File: src/rtl/hrbe_pkg.sv
`timescale 1ns / 1ps
`default_nettype none
// ----------------------------------------------------------------------------
// HTTP request body extractor package
// Shared codes, character constants, match helpers and the result type.
// ----------------------------------------------------------------------------
package hrbe_pkg;

  // Input opcodes.
  localparam logic [1:0] OP_DATA   = 2'd0;
  localparam logic [1:0] OP_OPEN   = 2'd1;
  localparam logic [1:0] OP_CLOSE  = 2'd2;
  localparam logic [1:0] OP_SENT   = 2'd3;

  // Parser phases.
  localparam logic [2:0] PH_IDLE    = 3'd0;
  localparam logic [2:0] PH_REQUEST = 3'd1;
  localparam logic [2:0] PH_HEADERS = 3'd2;
  localparam logic [2:0] PH_BODY    = 3'd3;
  localparam logic [2:0] PH_RESPOND = 3'd4;
  localparam logic [2:0] PH_DONE    = 3'd5;

  // Method counter values from the last of the four collected bytes onwards.
  localparam logic [2:0] MC_LAST_BYTE = 3'd3;
  localparam logic [2:0] MC_SKIP_LINE = 3'd4;
  localparam logic [2:0] MC_HEADERS   = 3'd5;

  // Separator progress values of interest.
  localparam logic [2:0] SEP_CR1  = 3'd1;
  localparam logic [2:0] SEP_LF1  = 3'd2;
  localparam logic [2:0] SEP_FULL = 3'd4;

  localparam logic [4:0] PREFIX_LEN = 5'd16;

  localparam logic [7:0] CHAR_CR    = 8'h0D;
  localparam logic [7:0] CHAR_LF    = 8'h0A;
  localparam logic [7:0] DIGIT_BASE = 8'h30;

  localparam logic [7:0] CHAR_G = 8'h47;
  localparam logic [7:0] CHAR_E = 8'h45;
  localparam logic [7:0] CHAR_T = 8'h54;
  localparam logic [7:0] CHAR_P = 8'h50;
  localparam logic [7:0] CHAR_O = 8'h4F;
  localparam logic [7:0] CHAR_S = 8'h53;

  typedef struct packed {
    logic       lcd_write;
    logic [7:0] lcd_data;
    logic       screen_clear;
    logic       resp_pending;
    logic [2:0] parser_phase;
    logic [7:0] body_remaining;
  } result_t;

  // Character at a given place of "Content-Length: ".
  function automatic logic [7:0] prefix_char(input logic [3:0] idx);
    logic [7:0] c;
    case (idx)
      4'd0:    c = 8'h43; // C
      4'd1:    c = 8'h6F; // o
      4'd2:    c = 8'h6E; // n
      4'd3:    c = 8'h74; // t
      4'd4:    c = 8'h65; // e
      4'd5:    c = 8'h6E; // n
      4'd6:    c = 8'h74; // t
      4'd7:    c = 8'h2D; // -
      4'd8:    c = 8'h4C; // L
      4'd9:    c = 8'h65; // e
      4'd10:   c = 8'h6E; // n
      4'd11:   c = 8'h67; // g
      4'd12:   c = 8'h74; // t
      4'd13:   c = 8'h68; // h
      4'd14:   c = 8'h3A; // :
      default: c = 8'h20; // space
    endcase
    return c;
  endfunction

  // One step through CR LF CR LF; a mismatch drops back to the start.
  function automatic logic [2:0] sep_next(input logic [2:0] sep, input logic [7:0] b);
    logic [7:0] want;
    want = sep[0] ? CHAR_LF : CHAR_CR;
    if (sep < SEP_FULL && b == want) begin
      return sep + 3'd1;
    end
    return 3'd0;
  endfunction

endpackage
`default_nettype wire

File: src/rtl/hrbe_if.sv
`timescale 1ns / 1ps
`default_nettype none
// ----------------------------------------------------------------------------
// HTTP request body extractor channels
// Valid/ready channels for request events and for parser results.
// ----------------------------------------------------------------------------
interface hrbe_in_if;
  logic       valid;
  logic       ready;
  logic [1:0] opcode;
  logic [7:0] data_byte;

  modport source (output valid, output opcode, output data_byte, input ready);
  modport sink   (input valid, input opcode, input data_byte, output ready);
endinterface

interface hrbe_out_if;
  logic       valid;
  logic       ready;
  logic       lcd_write;
  logic [7:0] lcd_data;
  logic       screen_clear;
  logic       resp_pending;
  logic [2:0] parser_phase;
  logic [7:0] body_remaining;

  modport source (output valid, output lcd_write, output lcd_data, output screen_clear,
                  output resp_pending, output parser_phase, output body_remaining,
                  input ready);
  modport sink   (input valid, input lcd_write, input lcd_data, input screen_clear,
                  input resp_pending, input parser_phase, input body_remaining,
                  output ready);
endinterface
`default_nettype wire

File: src/rtl/hrbe_core.sv
`timescale 1ns / 1ps
`default_nettype none
// ----------------------------------------------------------------------------
// HTTP request body extractor parser core
// Holds the parser state and works out one result per accepted beat.
// ----------------------------------------------------------------------------
module hrbe_core #(
  parameter int LENGTH_BITS = 8
) (
  input  wire                  clk,
  input  wire                  rst_n,
  input  wire                  accept,
  input  wire  [1:0]           opcode,
  input  wire  [7:0]           data_byte,
  output hrbe_pkg::result_t    result
);

  logic [2:0]             phase_r, phase_nxt;
  logic [2:0]             mcount_r, mcount_nxt;
  logic [2:0]             sep_r, sep_nxt;
  logic [4:0]             pfx_r, pfx_nxt;
  logic [LENGTH_BITS-1:0] len_r, len_nxt;
  // Only the first three method bytes are stored; the fourth is the current beat.
  logic [7:0]             mbytes_r [0:2];

  logic [2:0]             sep_adv;
  logic [7:0]             digit;
  logic [LENGTH_BITS-1:0] len_dec;
  logic                   is_get, is_post;
  logic                   wr, clr;
  logic [7:0]             shown;

  assign sep_adv = hrbe_pkg::sep_next(sep_r, data_byte);
  assign digit   = data_byte - hrbe_pkg::DIGIT_BASE;
  assign len_dec = len_r - LENGTH_BITS'(1);
  assign is_get  = mbytes_r[0] == hrbe_pkg::CHAR_G && mbytes_r[1] == hrbe_pkg::CHAR_E &&
                   mbytes_r[2] == hrbe_pkg::CHAR_T;
  assign is_post = mbytes_r[0] == hrbe_pkg::CHAR_P && mbytes_r[1] == hrbe_pkg::CHAR_O &&
                   mbytes_r[2] == hrbe_pkg::CHAR_S && data_byte == hrbe_pkg::CHAR_T;

  always_comb begin
    phase_nxt  = phase_r;
    mcount_nxt = mcount_r;
    sep_nxt    = sep_r;
    pfx_nxt    = pfx_r;
    len_nxt    = len_r;
    wr         = 1'b0;
    clr        = 1'b0;
    shown      = 8'd0;
    case (opcode)
      hrbe_pkg::OP_OPEN: begin
        if (phase_r == hrbe_pkg::PH_IDLE) begin
          phase_nxt  = hrbe_pkg::PH_REQUEST;
          mcount_nxt = 3'd0;
          sep_nxt    = 3'd0;
          pfx_nxt    = 5'd0;
          len_nxt    = '0;
        end
      end
      hrbe_pkg::OP_CLOSE: begin
        phase_nxt  = hrbe_pkg::PH_IDLE;
        mcount_nxt = 3'd0;
        sep_nxt    = 3'd0;
        pfx_nxt    = 5'd0;
        len_nxt    = '0;
      end
      hrbe_pkg::OP_SENT: begin
        if (phase_r == hrbe_pkg::PH_RESPOND) begin
          phase_nxt = hrbe_pkg::PH_DONE;
        end
      end
      default: begin
        unique case (phase_r)
          hrbe_pkg::PH_REQUEST: begin
            mcount_nxt = mcount_r + 3'd1;
            if (mcount_r == hrbe_pkg::MC_LAST_BYTE) begin
              if (is_get || is_post) begin
                len_nxt    = '0;
                sep_nxt    = 3'd0;
                pfx_nxt    = 5'd0;
                mcount_nxt = hrbe_pkg::MC_SKIP_LINE;
                phase_nxt  = hrbe_pkg::PH_HEADERS;
              end else begin
                phase_nxt  = hrbe_pkg::PH_RESPOND;
              end
            end
          end
          hrbe_pkg::PH_HEADERS: begin
            sep_nxt = sep_adv;
            if (mcount_r != hrbe_pkg::MC_HEADERS) begin
              if (sep_adv == hrbe_pkg::SEP_LF1) begin
                mcount_nxt = hrbe_pkg::MC_HEADERS;
                pfx_nxt    = 5'd0;
              end
            end else begin
              if (!pfx_r[4] && data_byte == hrbe_pkg::prefix_char(pfx_r[3:0])) begin
                pfx_nxt = pfx_r + 5'd1;
              end else if (pfx_r != hrbe_pkg::PREFIX_LEN) begin
                pfx_nxt = 5'd0;
              end else if (sep_r < hrbe_pkg::SEP_LF1 && data_byte != hrbe_pkg::CHAR_CR) begin
                len_nxt = (len_r << 3) + (len_r << 1) + LENGTH_BITS'(digit);
              end
              if (sep_adv == hrbe_pkg::SEP_CR1) begin
                pfx_nxt = 5'd0;
              end
              if (sep_adv == hrbe_pkg::SEP_FULL) begin
                clr       = 1'b1;
                phase_nxt = (len_nxt == '0) ? hrbe_pkg::PH_RESPOND : hrbe_pkg::PH_BODY;
              end
            end
          end
          hrbe_pkg::PH_BODY: begin
            wr      = 1'b1;
            shown   = data_byte;
            len_nxt = len_dec;
            if (len_dec == '0) begin
              phase_nxt = hrbe_pkg::PH_RESPOND;
            end
          end
          default: begin
          end
        endcase
      end
    endcase
  end

  always_ff @(posedge clk) begin
    if (!rst_n) begin
      phase_r  <= hrbe_pkg::PH_IDLE;
      mcount_r <= 3'd0;
      sep_r    <= 3'd0;
      pfx_r    <= 5'd0;
      len_r    <= '0;
    end else if (accept) begin
      phase_r  <= phase_nxt;
      mcount_r <= mcount_nxt;
      sep_r    <= sep_nxt;
      pfx_r    <= pfx_nxt;
      len_r    <= len_nxt;
    end
  end

  always_ff @(posedge clk) begin
    if (accept && opcode == hrbe_pkg::OP_DATA && phase_r == hrbe_pkg::PH_REQUEST &&
        mcount_r != hrbe_pkg::MC_LAST_BYTE) begin
      mbytes_r[mcount_r[1:0]] <= data_byte;
    end
  end

  always_comb begin
    result.lcd_write      = wr;
    result.lcd_data       = shown;
    result.screen_clear   = clr;
    result.resp_pending   = phase_nxt == hrbe_pkg::PH_RESPOND;
    result.parser_phase   = phase_nxt;
    result.body_remaining = len_nxt[7:0];
  end

endmodule
`default_nettype wire

File: src/rtl/hrbe_obuf.sv
`timescale 1ns / 1ps
`default_nettype none
// ----------------------------------------------------------------------------
// HTTP request body extractor output buffer
// Output register with a skid entry so that input ready is a register.
// ----------------------------------------------------------------------------
module hrbe_obuf (
  input  wire                  clk,
  input  wire                  rst_n,
  input  wire                  in_valid,
  input  wire hrbe_pkg::result_t in_data,
  output logic                 in_ready,
  output logic                 out_valid,
  output hrbe_pkg::result_t    out_data,
  input  wire                  out_ready
);

  logic              out_v_r;
  logic              skid_v_r;
  hrbe_pkg::result_t out_d_r;
  hrbe_pkg::result_t skid_d_r;
  logic              take;
  logic              space;

  assign in_ready  = !skid_v_r;
  assign take      = in_valid && !skid_v_r;
  assign space     = !out_v_r || out_ready;
  assign out_valid = out_v_r;
  assign out_data  = out_d_r;

  always_ff @(posedge clk) begin
    if (!rst_n) begin
      out_v_r  <= 1'b0;
      skid_v_r <= 1'b0;
    end else if (skid_v_r) begin
      if (space) begin
        out_v_r  <= 1'b1;
        skid_v_r <= 1'b0;
      end
    end else if (space) begin
      out_v_r <= take;
    end else if (take) begin
      skid_v_r <= 1'b1;
    end
  end

  always_ff @(posedge clk) begin
    if (skid_v_r) begin
      if (space) begin
        out_d_r <= skid_d_r;
      end
    end else if (space) begin
      out_d_r <= in_data;
    end else if (take) begin
      skid_d_r <= in_data;
    end
  end

endmodule
`default_nettype wire

File: src/rtl/http_request_body_extractor.sv
`timescale 1ns / 1ps
`default_nettype none
// ----------------------------------------------------------------------------
// HTTP request body extractor
// Follows an HTTP request beat by beat and forwards its body to a display.
// ----------------------------------------------------------------------------
// Usage:
// The in_ch channel carries one beat per event: a request byte (opcode data)
// or a connection event (established, closed, response sent). Every accepted
// beat yields exactly one result beat on out_ch, in order.
// A result beat reports whether a body byte is to be written to the display,
// whether the display is to be cleared (end of headers), whether a response
// is pending, the parser phase and the low byte of the remaining body length.
// The result of an accepted beat is registered, in the skid entry if out_ch
// stalls. Throughput is one beat per cycle while in_ch is ready; the whole
// parse step for a byte is a handful of compares and one small multiply-add
// by ten into the length counter, all in the cycle of acceptance.
// The output stage is a result register plus one skid entry, so in_ch stays
// ready while a result waits to be taken. If the receiver stalls for longer,
// the skid entry fills and in_ch.ready falls until out_ch drains.
// Synchronous reset returns the parser to idle with all counters clear and
// empties the output stage. LENGTH_BITS sets the width of the length counter.
// ----------------------------------------------------------------------------
module http_request_body_extractor #(
  parameter int LENGTH_BITS = 8
) (
  input  wire          clk,
  input  wire          rst_n,
  hrbe_in_if.sink      in_ch,
  hrbe_out_if.source   out_ch
);

  logic              in_accept;
  logic              buf_ready;
  hrbe_pkg::result_t step_res;
  hrbe_pkg::result_t out_res;

  // A beat is taken whenever the skid entry of the output stage is free.
  assign in_ch.ready = buf_ready;
  assign in_accept   = in_ch.valid && buf_ready;

  // Parser state and the combinational step for the current beat.
  hrbe_core #(
    .LENGTH_BITS (LENGTH_BITS)
  ) u_core (
    .clk       (clk),
    .rst_n     (rst_n),
    .accept    (in_accept),
    .opcode    (in_ch.opcode),
    .data_byte (in_ch.data_byte),
    .result    (step_res)
  );

  // Result register with skid entry.
  hrbe_obuf u_obuf (
    .clk       (clk),
    .rst_n     (rst_n),
    .in_valid  (in_ch.valid),
    .in_data   (step_res),
    .in_ready  (buf_ready),
    .out_valid (out_ch.valid),
    .out_data  (out_res),
    .out_ready (out_ch.ready)
  );

  assign out_ch.lcd_write      = out_res.lcd_write;
  assign out_ch.lcd_data       = out_res.lcd_data;
  assign out_ch.screen_clear   = out_res.screen_clear;
  assign out_ch.resp_pending   = out_res.resp_pending;
  assign out_ch.parser_phase   = out_res.parser_phase;
  assign out_ch.body_remaining = out_res.body_remaining;

endmodule
`default_nettype wire
File: src/flat_wrapper.sv
// flat-port wrapper written by rule: the top's interface ports become plain ports
module http_request_body_extractor_flat 
#(
  parameter int LENGTH_BITS = 8
)
  (clk, rst_n, in_ch_valid, in_ch_opcode, in_ch_data_byte, in_ch_ready, out_ch_valid, out_ch_lcd_write, out_ch_lcd_data, out_ch_screen_clear, out_ch_resp_pending, out_ch_parser_phase, out_ch_body_remaining, out_ch_ready);
  hrbe_in_if in_ch_i ();
  hrbe_out_if out_ch_i ();
  input  wire clk;
  input  wire rst_n;
  input wire logic [$bits(in_ch_i.valid)-1:0] in_ch_valid;
  input wire logic [$bits(in_ch_i.opcode)-1:0] in_ch_opcode;
  input wire logic [$bits(in_ch_i.data_byte)-1:0] in_ch_data_byte;
  output wire logic [$bits(in_ch_i.ready)-1:0] in_ch_ready;
  output wire logic [$bits(out_ch_i.valid)-1:0] out_ch_valid;
  output wire logic [$bits(out_ch_i.lcd_write)-1:0] out_ch_lcd_write;
  output wire logic [$bits(out_ch_i.lcd_data)-1:0] out_ch_lcd_data;
  output wire logic [$bits(out_ch_i.screen_clear)-1:0] out_ch_screen_clear;
  output wire logic [$bits(out_ch_i.resp_pending)-1:0] out_ch_resp_pending;
  output wire logic [$bits(out_ch_i.parser_phase)-1:0] out_ch_parser_phase;
  output wire logic [$bits(out_ch_i.body_remaining)-1:0] out_ch_body_remaining;
  input wire logic [$bits(out_ch_i.ready)-1:0] out_ch_ready;
  assign in_ch_i.valid = in_ch_valid;
  assign in_ch_i.opcode = in_ch_opcode;
  assign in_ch_i.data_byte = in_ch_data_byte;
  assign in_ch_ready = in_ch_i.ready;
  assign out_ch_valid = out_ch_i.valid;
  assign out_ch_lcd_write = out_ch_i.lcd_write;
  assign out_ch_lcd_data = out_ch_i.lcd_data;
  assign out_ch_screen_clear = out_ch_i.screen_clear;
  assign out_ch_resp_pending = out_ch_i.resp_pending;
  assign out_ch_parser_phase = out_ch_i.parser_phase;
  assign out_ch_body_remaining = out_ch_i.body_remaining;
  assign out_ch_i.ready = out_ch_ready;
  http_request_body_extractor #(.LENGTH_BITS(LENGTH_BITS)) u_core (.clk(clk), .rst_n(rst_n), .in_ch(in_ch_i), .out_ch(out_ch_i));
endmodule
File: config.mk
export PLATFORM = sky130hd
export DESIGN_NAME = http_request_body_extractor_flat
export DESIGN_NICKNAME = d
export VERILOG_FILES = /design/src/rtl/hrbe_pkg.sv /design/src/rtl/hrbe_if.sv /design/src/rtl/hrbe_core.sv /design/src/rtl/hrbe_obuf.sv /design/src/rtl/http_request_body_extractor.sv /design/src/flat_wrapper.sv
export SDC_FILE = /design/constraint.sdc
export NUM_CORES = 1
export LEC_CHECK = 0
export BUFFER_PORTS_ARGS = -buffer_cell sky130_fd_sc_hd__buf_2
export CORE_MARGIN = 2
export CORE_UTILIZATION = 24
export DETAILED_ROUTE_END_ITERATION = 8
export PLACE_DENSITY = 0.38
export SYNTH_ARGS = -nofsm -noshare
export SYNTH_HDL_FRONTEND = slang
export SYNTH_SLANG_ARGS = --single-unit
File: constraint.sdc
create_clock -name clk -period 7.49 [get_ports clk]
set_clock_uncertainty 0.1 [all_clocks]
set_input_delay 0.749 -clock clk [delete_from_list [all_inputs] [get_ports clk]]
set_output_delay 0.749 -clock clk [all_outputs]
set_load 0.005 [all_outputs]
Yosys cells after proc, flatten, opt, wreduce, memory -nomap -nowiden
Memory sizes are Yosys's and may differ from the RTL's. A register that Yosys moved wholly into a read port is not among the register bits. Index checks and enable logic that the tools add are counted.

Reductions and logical operators: 27. Bitwise operators: 3. Equal/unequal tests: 32. Order comparisons: 2. Mux-type cells: 72. Add/sub/neg operators: 7.

Operators with widths (count): $mux 8 (15); $mux 22 (3); $eq 8x7->1 const B (7); $mux 3 (18); $pmux 8 s3 (2); $mux 5 (8); $pmux 3 s3 (4); $add 8x8->8 (2); $eq 8x8->1 (2); $logic_not 8->1 (2); $mux 1 (16); $pmux 5 s3 (1); $eq 3x2->1 const B (4); $logic_and 1x1->1 (12); $pmux 3 s2 (2); $reduce_and 6->1 (2); $ne 5x5->1 const B (2); $pmux 5 s2 (1); $eq 3x3->1 const B (3); $mux 4 (2); $ne 4x2->1 const B (2); $ne 4x4->1 const B (2); $ne 8x4->1 const B (1); $reduce_and 8->1 (1); other kinds (21) (29).

Input bits: 14. Output and inout bits: 24. Register bits after elaboration: 68. ROM bits: 112. Logic and storage cells: 164. Memories: 2. Memory bits (writable): 24.

Memories: (no name shown) (words 16, bits a word 7, rd ports 1, clocked after memory_dff 1, wr ports 0, RTL line hrbe_pkg.sv:58) `case (idx)`; u_core.u_core.mbytes_r (words 3, bits a word 8, rd ports 3, clocked after memory_dff 0, wr ports 1, RTL line hrbe_core.sv:24) `logic [7:0] mbytes_r [0:2];`.

Logic depth before layout (Yosys ltp)
Gate-level depths: netlist of run 1.

Word-level depth: 19. Depth in mapped cells: 16. Depth with buffers taken out: 16.

Modules after synthesis
From an unflattened synthesis of run 1, not the netlist that was laid out.

Cell total of the unflattened synthesis: 511. Area total of the unflattened synthesis: 5671.7 µm².

Modules (own cells, without submodules): hrbe_core (cells each 433, instances 1, seq. area each 1301.2 µm², area each 3902.5 µm²); hrbe_obuf (cells each 77, instances 1, seq. area each 1361.3 µm², area each 1762.9 µm²); http_request_body_extractor (cells each 1, instances 1, seq. area each 0.0 µm², area each 6.3 µm²).

Least setup slack after synthesis of run 1
Ideal clock, no wire load.

Path kind: input -> register. From: input port in_ch_data_byte[3]. To: register u_core.u_obuf.out_d_r, in the netlist u_core.u_obuf.out_data[11] (data pin). Path buffers: 0. Library setup time: 0.130 ns. Data arrival time: 3.717 ns. Slack: 3.543 ns. Data required time: 7.260 ns. Cell stages on the path: 16. Path through: inv_1 > fa_1 > inv_1 > ha_1 > ha_1 > inv_1 > fa_1 > xor2_1 > nand3b_1 > nor4_1 > nand3_1 > a221o_1 > nand2b_1 > a22oi_1 > and3_1 > mux2_2.

RTL lines: from (decl) (RTL line flat_wrapper.sv:13) `input wire logic [$bits(in_ch_i.data_byte)-1:0] in_ch_data_byte;`; to (signal assigned) (RTL line hrbe_obuf.sv:50) `out_d_r <= skid_d_r;`; to (signal assigned) (RTL line hrbe_obuf.sv:53) `out_d_r <= in_data;`; to (decl) (RTL line hrbe_obuf.sv:20) `hrbe_pkg::result_t out_d_r;`.

==> results of run 1 <==
layout by cell type (no fill, tap or decap), drive strengths merged, types with 6 or more instances in the layout:
cell	count
edfxtp	68
buf	40
and2	11
nor2	22
nand2b	11
mux2	23
nor4	6
nand2	45
a21boi	7
ha	30
nor2b	10
xnor2	13
o21ai	26
inv	39
a22o	6
dfxtp	31
a21oi	13
nand3	13
and3	18
a211oi	6
clkbuf	11
nor3	14
per-layer routing:
metal	wire, µm	vias up	GRT usage [%]	part of all wire, %
met5	0	-	0	0
met4	246	0	4.16	1.7
met3	518	14	2.26	3.7
met2	6640	78	19.7	47
met1	6700	1947	15.7	48
li1	-	1967	-	-
area by class of cell:
class	instances	share of cell area, %
Clock buffer	11	3.78
Clock inverter	5	0.564
Inverter	38	2.22
Multi-Input combinational cell	365	42.6
Sequential cell	99	41.4
Tap cell	319	6.21
Timing Repair Buffer	40	3.23
state kept, by name (all words and copies together), names as in the netlist, named ones only:
signal,flops
u_core.u_core.mcount_r,3
u_core.u_core.sep_r,3
u_core.u_core.mbytes_r,24
u_core.u_core.phase_r,3
u_core.u_core.len_r,8
u_core.u_obuf.out_valid,1
u_core.u_core.pfx_r,5
u_core.u_obuf.out_data,22
u_core.u_obuf.skid_d_r,22
u_core.u_obuf.skid_v_r,1
worst paths after layout:
check / slack (ps) / start / cells past startpoint / end
setup reg to reg: 3170 / u_core.u_core.len_r[0]$_SDFFE_PN0P_ / 16 / u_core.u_obuf.out_data[11]$_DFFE_PN_
hold / removal: 410 / u_core.u_core.pfx_r[4]$_SDFFE_PN0P_ / 2 / u_core.u_core.pfx_r[4]$_SDFFE_PN0P_
hold reg to reg: 410 / u_core.u_core.pfx_r[4]$_SDFFE_PN0P_ / 2 / u_core.u_core.pfx_r[4]$_SDFFE_PN0P_
setup / recovery: 3170 / u_core.u_core.len_r[0]$_SDFFE_PN0P_ / 16 / u_core.u_obuf.out_data[11]$_DFFE_PN_
cell families after synthesis:
kind of cell	after synthesis	synth area share [%]
buffers and inverters	58	4.05
adder cells (fa/ha/maj)	35	8.45
AO/OA/AOI/OAI	100	12.8
multiplexers	25	4.96
XOR/XNOR	18	2.80
flip-flops	99	47.3
AND/OR/NAND/NOR	187	19.6
synthesized netlist by cell type (3+ instances only):
cell type / count
nor3_1: 14
nand3_1: 13
dfxtp_1: 31
fa_1: 5
nor3b_1: 5
a22o_1: 5
nor4_1: 4
nand2b_1: 11
a211oi_1: 5
o211a_1: 5
ha_1: 30
nand3b_1: 3
a221o_1: 4
mux2_2: 23
xor2_1: 5
inv_1: 38
nor2_1: 21
xnor2_1: 13
nand2_1: 41
a21boi_0: 7
and3_1: 18
a21oi_1: 12
o211ai_1: 4
o21ai_0: 24
clkbuf_1: 17
and2_1: 11
o21a_1: 5
edfxtp_1: 68
or3_1: 4
a31oi_1: 3
or4b_1: 3
nor2b_1: 10
nand4_1: 5
and4_1: 3
worst min-delay path, cell delays in order, from the launching register on:
cell and delay (ps):
dfxtp_1 340, nand2_1 60, a21boi_0 60
power groups by stage:
| stage | clock, mW | sequential [mW] | combinational [mW] |
|---|---|---|---|
| 3_3_place_gp | 0 | 0.619 | 0.138 |
| 3_5_place_dp | 0 | 0.619 | 0.139 |
| 5_1_grt | 0.484 | 0.608 | 0.157 |
| 4_1_cts | 0.465 | 0.607 | 0.140 |
| 2_1_floorplan | 0 | 0.617 | 0.0933 |
| 6_report | 0.444 | 0.607 | 0.137 |
per-stage QoR:
step | cell area (µm²) | utilization [%] | setup WS (ps) | total power, mW | cells
6_report | 6430 | 27.6 | 3170 | 1.19 | 877
5_1_grt | 6430 | 27.6 | 2850 | 1.25 | 877
4_1_cts | 6430 | 27.6 | 3170 | 1.21 | 877
3_5_place_dp | 6150 | 26.4 | 2880 | 0.758 | 861
3_3_place_gp | 6150 | 26.4 | 2990 | 0.757 | 861
2_1_floorplan | 5630 | - | 3540 | 0.710 | 522
==> flow_summary.toml, run 1 <==
[timing]
slew_violations = 0
timing.hold.ws_ps = 408
rsz0062_at_grt = "false"
totalNegativeSetupSlack_ps = 0
final_hold_viol_count = 0
worst_pin_slew_ps = 1100
fin_crit_sh_pct = 57.7
fmaxAchievable_ghz = 0.231
relSlewSlack_pct = 26.9
setup_violations = 0
period_needed_ps = 4320

[routing]
drt_iter0_drc = 258
wirelength_um = 14100
viasPerCell = 4.57
dr_total_vias = 4006
ant_nets = 0
first_pass_iters = 4
drc = 0
routedWlPerCell_um = 16.1

[setup_path]
critical-path-top-delay-family = "adder cells"
worstSetupStartpointType = "register"
max_stage_delay_ps = 540
crit_buf_inv = 3
crit_required_ps = 7620
crit_chain = "inv_1 > fa_1 > inv_1 > ha_1 > ha_1 > inv_1 > fa_1 > xor2_1 > nand3b_1 > nor4_1 > nand3_1 > a221o_1 > nand2b_1 > a22oi_1 > and3_1 > mux2_2"
worstSetupEndpointType = "register"
cpMostUsedCell = "inv_1"
critPathKind = "reg2reg"
cp.arrival_ps = 4450
worst_path_max_delay_cell = "fa_1"
critical_path.max_fanout = 9

[power]
power_frac_comb_pct = 11.6
vdd_ir_drop_max_mv = 0.0827
swShare_pct = 25.4
power.switching_mw = 0.302
clkPwrFrac_pct = 37.4
seqPwrFrac_pct = 51.1
p_int_mw = 0.887
total_leakage_power_nw = 2.53
power.density_nw_per_um2 = 185

[clock_network]
cts_buffers = 9
clock-sinks = 99
clockBufferDepth = 2
cts-htree-levels = 3
cts_tree = "yes"
cts_root_buffer = "clkbuf_16"
cts_resized = 0
clkTransAtPathRegs_ps = 70
cts_setup_buffers = 0
cts_hold_buf = 0
clk-insertion-delay-late_ps = 350

[final_layout]
nFillCells = 2466
multiInputGateArea_um2 = 2740
layout.nets = 602
antenna_cells = 0
layout.area.seq_um2 = 2660
drive_above_1_share_pct = 17.9
syn_to_final_growth_pct = 14.3

[job]
maxCapViolCount = 0

[synth]
async_flop_share_pct = 0
yosys.area.top_type = "edfxtp_1"
synth-seq-area-share_pct = 47.3
synth_cell_type_count = 72
synthFlopType = "edfxtp_1"
syn_area_um2 = 5630
synth_fp_nets = 571
netlist_top_cells_area = "edfxtp_1, dfxtp_1, ha_1"
syn_avg_cell_area_um2 = 10.8
ys_seq_elements = 99
yosys_warnings = 0
netlist.area_leader.share_pct = 36.3
netlist_instances = 522
synth_edf_count = 68

[place]
port_buffers = 37
hpwl_um = 10200
place_congestion = 0.855

[outcome]
outcome = "finished clean"

[die]
dieHeight_um = 157
core_area_um2 = 23300
dieWidth_um = 157
ios = 38
initial_core_util_pct = 24.2
row_count = 56
die_area_um2 = 24700

[grt]
track_usage_pct = 11.9
grt_max_degree = 32
grt_overflow = 0
first_global_vias = 4140
grt_pass1_wl_um = 22700
antenna_found_initial = 0

[worst_hold_path]
hold_path.class = "reg2reg"
No activity file was read; power rests on OpenSTA's default activity.
==> inputs of run 2 (changes only) <==
- PLACE_DENSITY: 0.38 -> 0.39
- clock period: 7.49 -> 3.7 ns (I/O delays scaled with it)
==> run 2 against run 1 <==
  * The flow now finishes with violations (negative setup slack)
  * Largest cell class unchanged
  * Sequential power increased by 100%
  * Sequential share of layout area decreased by 2.7 points
  * Highest routed layer unchanged
  * Clock-buffer cell count decreased by 1
==> flow_summary.toml, run 2 (synthesized netlist as in run 1, its figures left out) <==
[routing]
first_pass_iters = 4
viasPerCell = 4.54
routedWlPerCell_um = 16.2
dr_total_vias = 4162
drt-met1-wl_um = 7220
dr.max_layer_used = "met4"
wirelength_um = 14800
wl_met2_um = 7080
drt_iter0_drc = 261
drc = 0
ant_nets = 0
route.met3.wl_um = 322

[setup_path]
worstSetupStartpointType = "register"
max_stage_delay_ps = 500
worst_path_max_delay_cell = "fa_1"
crit_chain = "inv_2 > buf_4 > fa_1 > inv_1 > ha_1 > ha_1 > nor2b_1 > o21a_1 > nor2_1 > xnor2_1 > a221o_1 > nand2_1 > a32o_2 > and3_4 > mux2_4"
worstSetupEndpointType = "register"
cpMostUsedCell = "ha_1"
critPathKind = "reg2reg"
cp.arrival_ps = 3720
reg2reg_slack_ps = -10
crit_required_ps = 3700
critical_path.max_fanout = 5

[die]
row_count = 56
core_area_um2 = 23300
dieHeight_um = 157
initial_core_util_pct = 24.2
die_area_um2 = 24700
dieWidth_um = 157
ios = 38

[place]
post-place-cells = 895
port_buffers = 37
place_area_um2 = 6410
hpwl_um = 11100
place_congestion = 0.821

[timing]
slew_violations = 0
final_hold_viol_count = 0
relSlewSlack_pct = 42.3
rsz0062_at_grt = "true"
worst_pin_slew_ps = 864
fmaxAchievable_ghz = 0.269
setup_violations = 1
period_needed_ps = 3710
fin_crit_sh_pct = 100
setup_slack_ps = -13.8

[power]
power_frac_comb_pct = 13.0
swShare_pct = 24.0
vdd_ir_drop_max_mv = 0.170
p_int_mw = 2.02
power.switching_mw = 0.640
power.density_nw_per_um2 = 387
total_leakage_power_nw = 2.77
seqPwrFrac_pct = 45.8
totalPowerFinal_mw = 2.66
clkPwrFrac_pct = 41.2

[clock_network]
cts_tree = "yes"
cts_root_buffer = "clkbuf_16"
clockBufferDepth = 2
cts_buffers = 9
clk-insertion-delay-late_ps = 360
cts-htree-levels = 3
clkTransAtPathRegs_ps = 70
cts_hold_buf = 0
clock-sinks = 99

[final_layout]
layout_common_cells = "edfxtp_1, nand2_1, buf_4, buf_2, inv_1"
syn_to_final_growth_pct = 22.3
nFillCells = 2461
layout.nets = 641
stdcell_area_um2 = 6880
largest_reg_flops = 24
stdcell_count = 916
layout_commonest_cell = "edfxtp_1"
drive_above_1_share_pct = 26.8
multiInputGateArea_um2 = 2820
layout.area.seq_um2 = 2670
antenna_cells = 0

[grt]
track_usage_pct = 12.6
grt_pass1_wl_um = 23800
grt_max_degree = 31
grt_overflow = 0
first_global_vias = 4278
antenna_found_initial = 0

[outcome]
violations = "negative setup slack"
outcome = "finished, violations left"

[job]
maxCapViolCount = 0

[worst_hold_path]
hold_path.class = "in2reg"
## run 2: worst paths after layout
| kind | startpoint | to | cells after the start |
|---|---|---|---|
| worst max-delay path | u_core.u_core.len_r[2]$_SDFFE_PN0P_ | u_core.u_obuf.out_data[11]$_DFFE_PN_ | 15 |
| worst min-delay path | in_ch_data_byte[1] | u_core.u_core.mbytes_r[2][1]$_DFFE_PP_ | 1 |
| worst max register to register | u_core.u_core.len_r[2]$_SDFFE_PN0P_ | u_core.u_obuf.out_data[11]$_DFFE_PN_ | 15 |
| worst min register to register | u_core.u_core.mcount_r[1]$_SDFFE_PN0P_ | u_core.u_core.mcount_r[1]$_SDFFE_PN0P_ | 2 |
## run 2: worst max-delay path, delay by kind of cell (launching register included)
kind	cells	cell delay, ps
AO/OA/AOI/OAI	3	730
XOR/XNOR	1	160
adder cells (fa/ha/maj)	3	1150
buffers and inverters	3	230
flip-flops	1	330
multiplexers	1	250
AND/OR/NAND/NOR	4	510
## run 2: power by group through the flow
stage / clock network (mW) / registers (mW) / logic, mW
after floorplan: 0 / 1.25 / 0.189
after global placement: 0 / 1.24 / 0.321
after detailed placement: 0 / 1.24 / 0.323
after global routing: 1.17 / 1.22 / 0.386
after CTS: 1.13 / 1.22 / 0.337
final: 1.10 / 1.22 / 0.347
## run 2: stage by stage
stage	hold slack (ps)	utilization, %	worst slack, ps	TNS, ps
after floorplan	354	-	49.5	0
after global placement	397	27.5	-252	-1550
after detailed placement	407	27.5	-337	-2140
after CTS	230	29.3	-91.5	-200
after global routing	220	29.6	-165	-528
final	231	29.6	-13.8	-13.8
## run 2: layout make-up
class | count | share of cell area [%]
Multi-Input combinational cell | 365 | 41.0
Tap cell | 319 | 5.80
Sequential cell | 99 | 38.7
Clock inverter | 6 | 1.64
Timing Repair Buffer | 79 | 7.38
Inverter | 38 | 2.07
Clock buffer | 10 | 3.33
## run 2: what timing repair did
item | CTS | global route
setup endpoints to repair | 10 | 14
setup buffers | 5 | 0
pin swaps | 13 | 15
resized for setup | 12 | 15
## run 2: layer usage
layer  vias to the layer above  track usage, %
met1                      2062            16.5
met5                         -               0
li1                       2051               -
met3                         7            2.40
met4                         0            3.38
met2                        42            21.4
==> inputs of run 3 (changes only) <==
- CORE_UTILIZATION: 24 -> 45
- PLACE_DENSITY: 0.39 -> 0.64
==> run 3 against run 2 <==
  * Register-to-register slack worse by 120 ps
  * The run still ends with negative setup slack left
  * Clock-buffer cell count is 1 higher
  * Power is 7.5% lower
  * Via count is 0.34% higher
  * Sequential share of layout area is 1.9 points higher
  * Highest routed layer unchanged
==> flow_summary.toml, run 3 (synthesized netlist as in run 1, its figures left out) <==
[routing]
dr_total_vias = 4176
drt_iter0_drc = 283
ant_nets = 0
first_pass_iters = 5
wirelength_um = 12800
viasPerCell = 5.50
drc = 0
routedWlPerCell_um = 16.9

[final_layout]
layout_commonest_cell = "edfxtp_1"
nFillCells = 1117
drive_above_1_share_pct = 25.4
antenna_cells = 0
layout_common_cells = "edfxtp_1, nand2_1, buf_2, buf_4, inv_1"
largest_reg_flops = 24
layout.nets = 635
syn_to_final_growth_pct = 16.6

[grt]
antenna_found_initial = 0
grt_pass1_wl_um = 20900
first_global_vias = 4056
grt_max_degree = 32
grt_overflow = 0
track_usage_pct = 20.2

[setup_path]
worstSetupStartpointType = "register"
critPathKind = "reg2reg"
worst-path-stages = 16
r2r-start = "u_core.u_core.len_r[2]$_SDFFE_PN0P_"
r2r_end = "u_core.u_obuf.out_data[11]$_DFFE_PN_"
max_stage_delay_ps = 500
reg2reg_slack_ps = -140
critical-path-top-delay-family = "adder cells"
crit_chain = "inv_2 > fa_1 > inv_1 > ha_1 > ha_2 > inv_2 > fa_2 > xor2_2 > nand3b_1 > nor4_2 > nand3_1 > a221o_1 > nand2b_4 > a22oi_2 > and3_4 > mux2_2"
worst_path_max_delay_cell = "fa_1"
cpMostUsedCell = "inv_2"
cp.arrival_ps = 3960
critical_path.max_fanout = 3
worstSetupEndpointType = "register"
crit_required_ps = 3820
reg2regPathDepth = 16
crit_buf_inv = 3

[place]
post-place-ws_ps = -298
hpwl_um = 9430
place_congestion = 0.897
port_buffers = 37

[clock_network]
clkTransAtPathRegs_ps = 70
clock-sinks = 99
cts_buffers = 9
cts_tree = "yes"
cts_hold_buf = 0
clk-insertion-delay-late_ps = 350
clockBufferDepth = 2
cts_root_buffer = "clkbuf_16"
cts-htree-levels = 3

[die]
initial_core_util_pct = 46.5
row_count = 40
die_area_um2 = 13400
ios = 38
core_area_um2 = 12100
dieHeight_um = 116
dieWidth_um = 116

[job]
maxCapViolCount = 0

[power]
seqPwrFrac_pct = 49.5
vdd_ir_drop_max_mv = 0.183
p_int_mw = 1.87
power_frac_comb_pct = 12.7
power.switching_mw = 0.598
clkPwrFrac_pct = 37.7
swShare_pct = 24.2
power.density_nw_per_um2 = 376
total_leakage_power_nw = 2.71
totalPowerFinal_mw = 2.46

[outcome]
outcome = "finished, violations left"
violations = "negative setup slack"

[worst_hold_path]
hold_path.class = "in2reg"
hold_depth = 1
hold-path-endpoint = "u_core.u_core.mbytes_r[1][0]$_DFFE_PP_"
hold_path_startpoint = "in_ch_data_byte[0]"

[timing]
fmaxAchievable_ghz = 0.261
final_hold_viol_count = 0
worst_pin_slew_ps = 1030
period_needed_ps = 3840
setup_violations = 7
fin_crit_sh_pct = 104
relSlewSlack_pct = 31.4
setup_slack_ps = -137
slew_violations = 0
rsz0062_at_grt = "true"
-- run 3: how the worst max path moves through the flow --
stage | slack (ps) | start | endpoint
floorplan | 50 | u_core.u_core.len_r[2]$_SDFFE_PN0P_ | u_core.u_obuf.out_data[11]$_DFFE_PN_
global placement | -180 | in_ch_data_byte[3] | u_core.u_obuf.out_data[11]$_DFFE_PN_
detailed placement | -300 | in_ch_data_byte[3] | u_core.u_obuf.out_data[11]$_DFFE_PN_
CTS | 6 | u_core.u_core.len_r[2]$_SDFFE_PN0P_ | u_core.u_obuf.out_data[11]$_DFFE_PN_
global route | -320 | u_core.u_core.len_r[2]$_SDFFE_PN0P_ | u_core.u_obuf.out_data[11]$_DFFE_PN_
finish | -140 | u_core.u_core.len_r[2]$_SDFFE_PN0P_ | u_core.u_obuf.out_data[11]$_DFFE_PN_
-- run 3: metrics by stage --
step | util [%] | hold WS [ps] | std cells | area [µm²] | TNS [ps]
2_1_floorplan | - | 354 | 522 | 5630 | 0
3_3_place_gp | 51.1 | 378 | 740 | 6190 | -730
3_5_place_dp | 51.1 | 384 | 740 | 6190 | -1830
4_1_cts | 53.6 | 167 | 757 | 6490 | 0
5_1_grt | 54.2 | 179 | 759 | 6560 | -2330
6_report | 54.2 | 178 | 759 | 6560 | -497
-- run 3: worst register-to-register path: stages, from the launching register on --
cell and delay [ps]:
dfxtp_2 340, inv_2 40, fa_1 500, inv_1 40
ha_1 270, ha_2 180, inv_2 40, fa_2 380
xor2_2 160, nand3b_1 130, nor4_2 280, nand3_1 110
a221o_1 410, nand2b_4 170, a22oi_2 210, and3_4 210
mux2_2 140
-- run 3: layout make-up --
class                      instances  area, µm²  share of cell area [%]
multi-input combinational        365       2790                    42.5
timing repair buffer              73        463                    7.06
inverter                          38        143                    2.17
clock inverter                     5       55.1                   0.839
tap                              168        210                    3.20
sequential                        99       2670                    40.6
clock buffer                      11        233                    3.55
-- run 3: per-layer routing --
metal	vias to the layer above	wire (µm)	part of all wire, %	track usage, %
met4	0	224	1.8	6.27
li1	2048	-	-	-
met5	-	0	0	0
met2	102	6200	48	34.3
met1	2012	5870	46	26.5
met3	14	500	3.9	3.35
-- run 3: power by group through the flow --
| stage | logic [mW] | registers [mW] | clock network [mW] |
|---|---|---|---|
| after detailed placement | 0.300 | 1.24 | 0 |
| after global routing | 0.353 | 1.22 | 0.992 |
| after CTS | 0.305 | 1.22 | 0.945 |
| after floorplan | 0.189 | 1.25 | 0 |
| after global placement | 0.297 | 1.24 | 0 |
| final | 0.314 | 1.22 | 0.930 |
-- run 3: timing repair --
item	in CTS	in global routing
pin swaps	2	14
endpoints found under the setup margin	7	12
gates resized for setup	3	22
hold endpoints to repair	0	0
buffers inserted	1	2
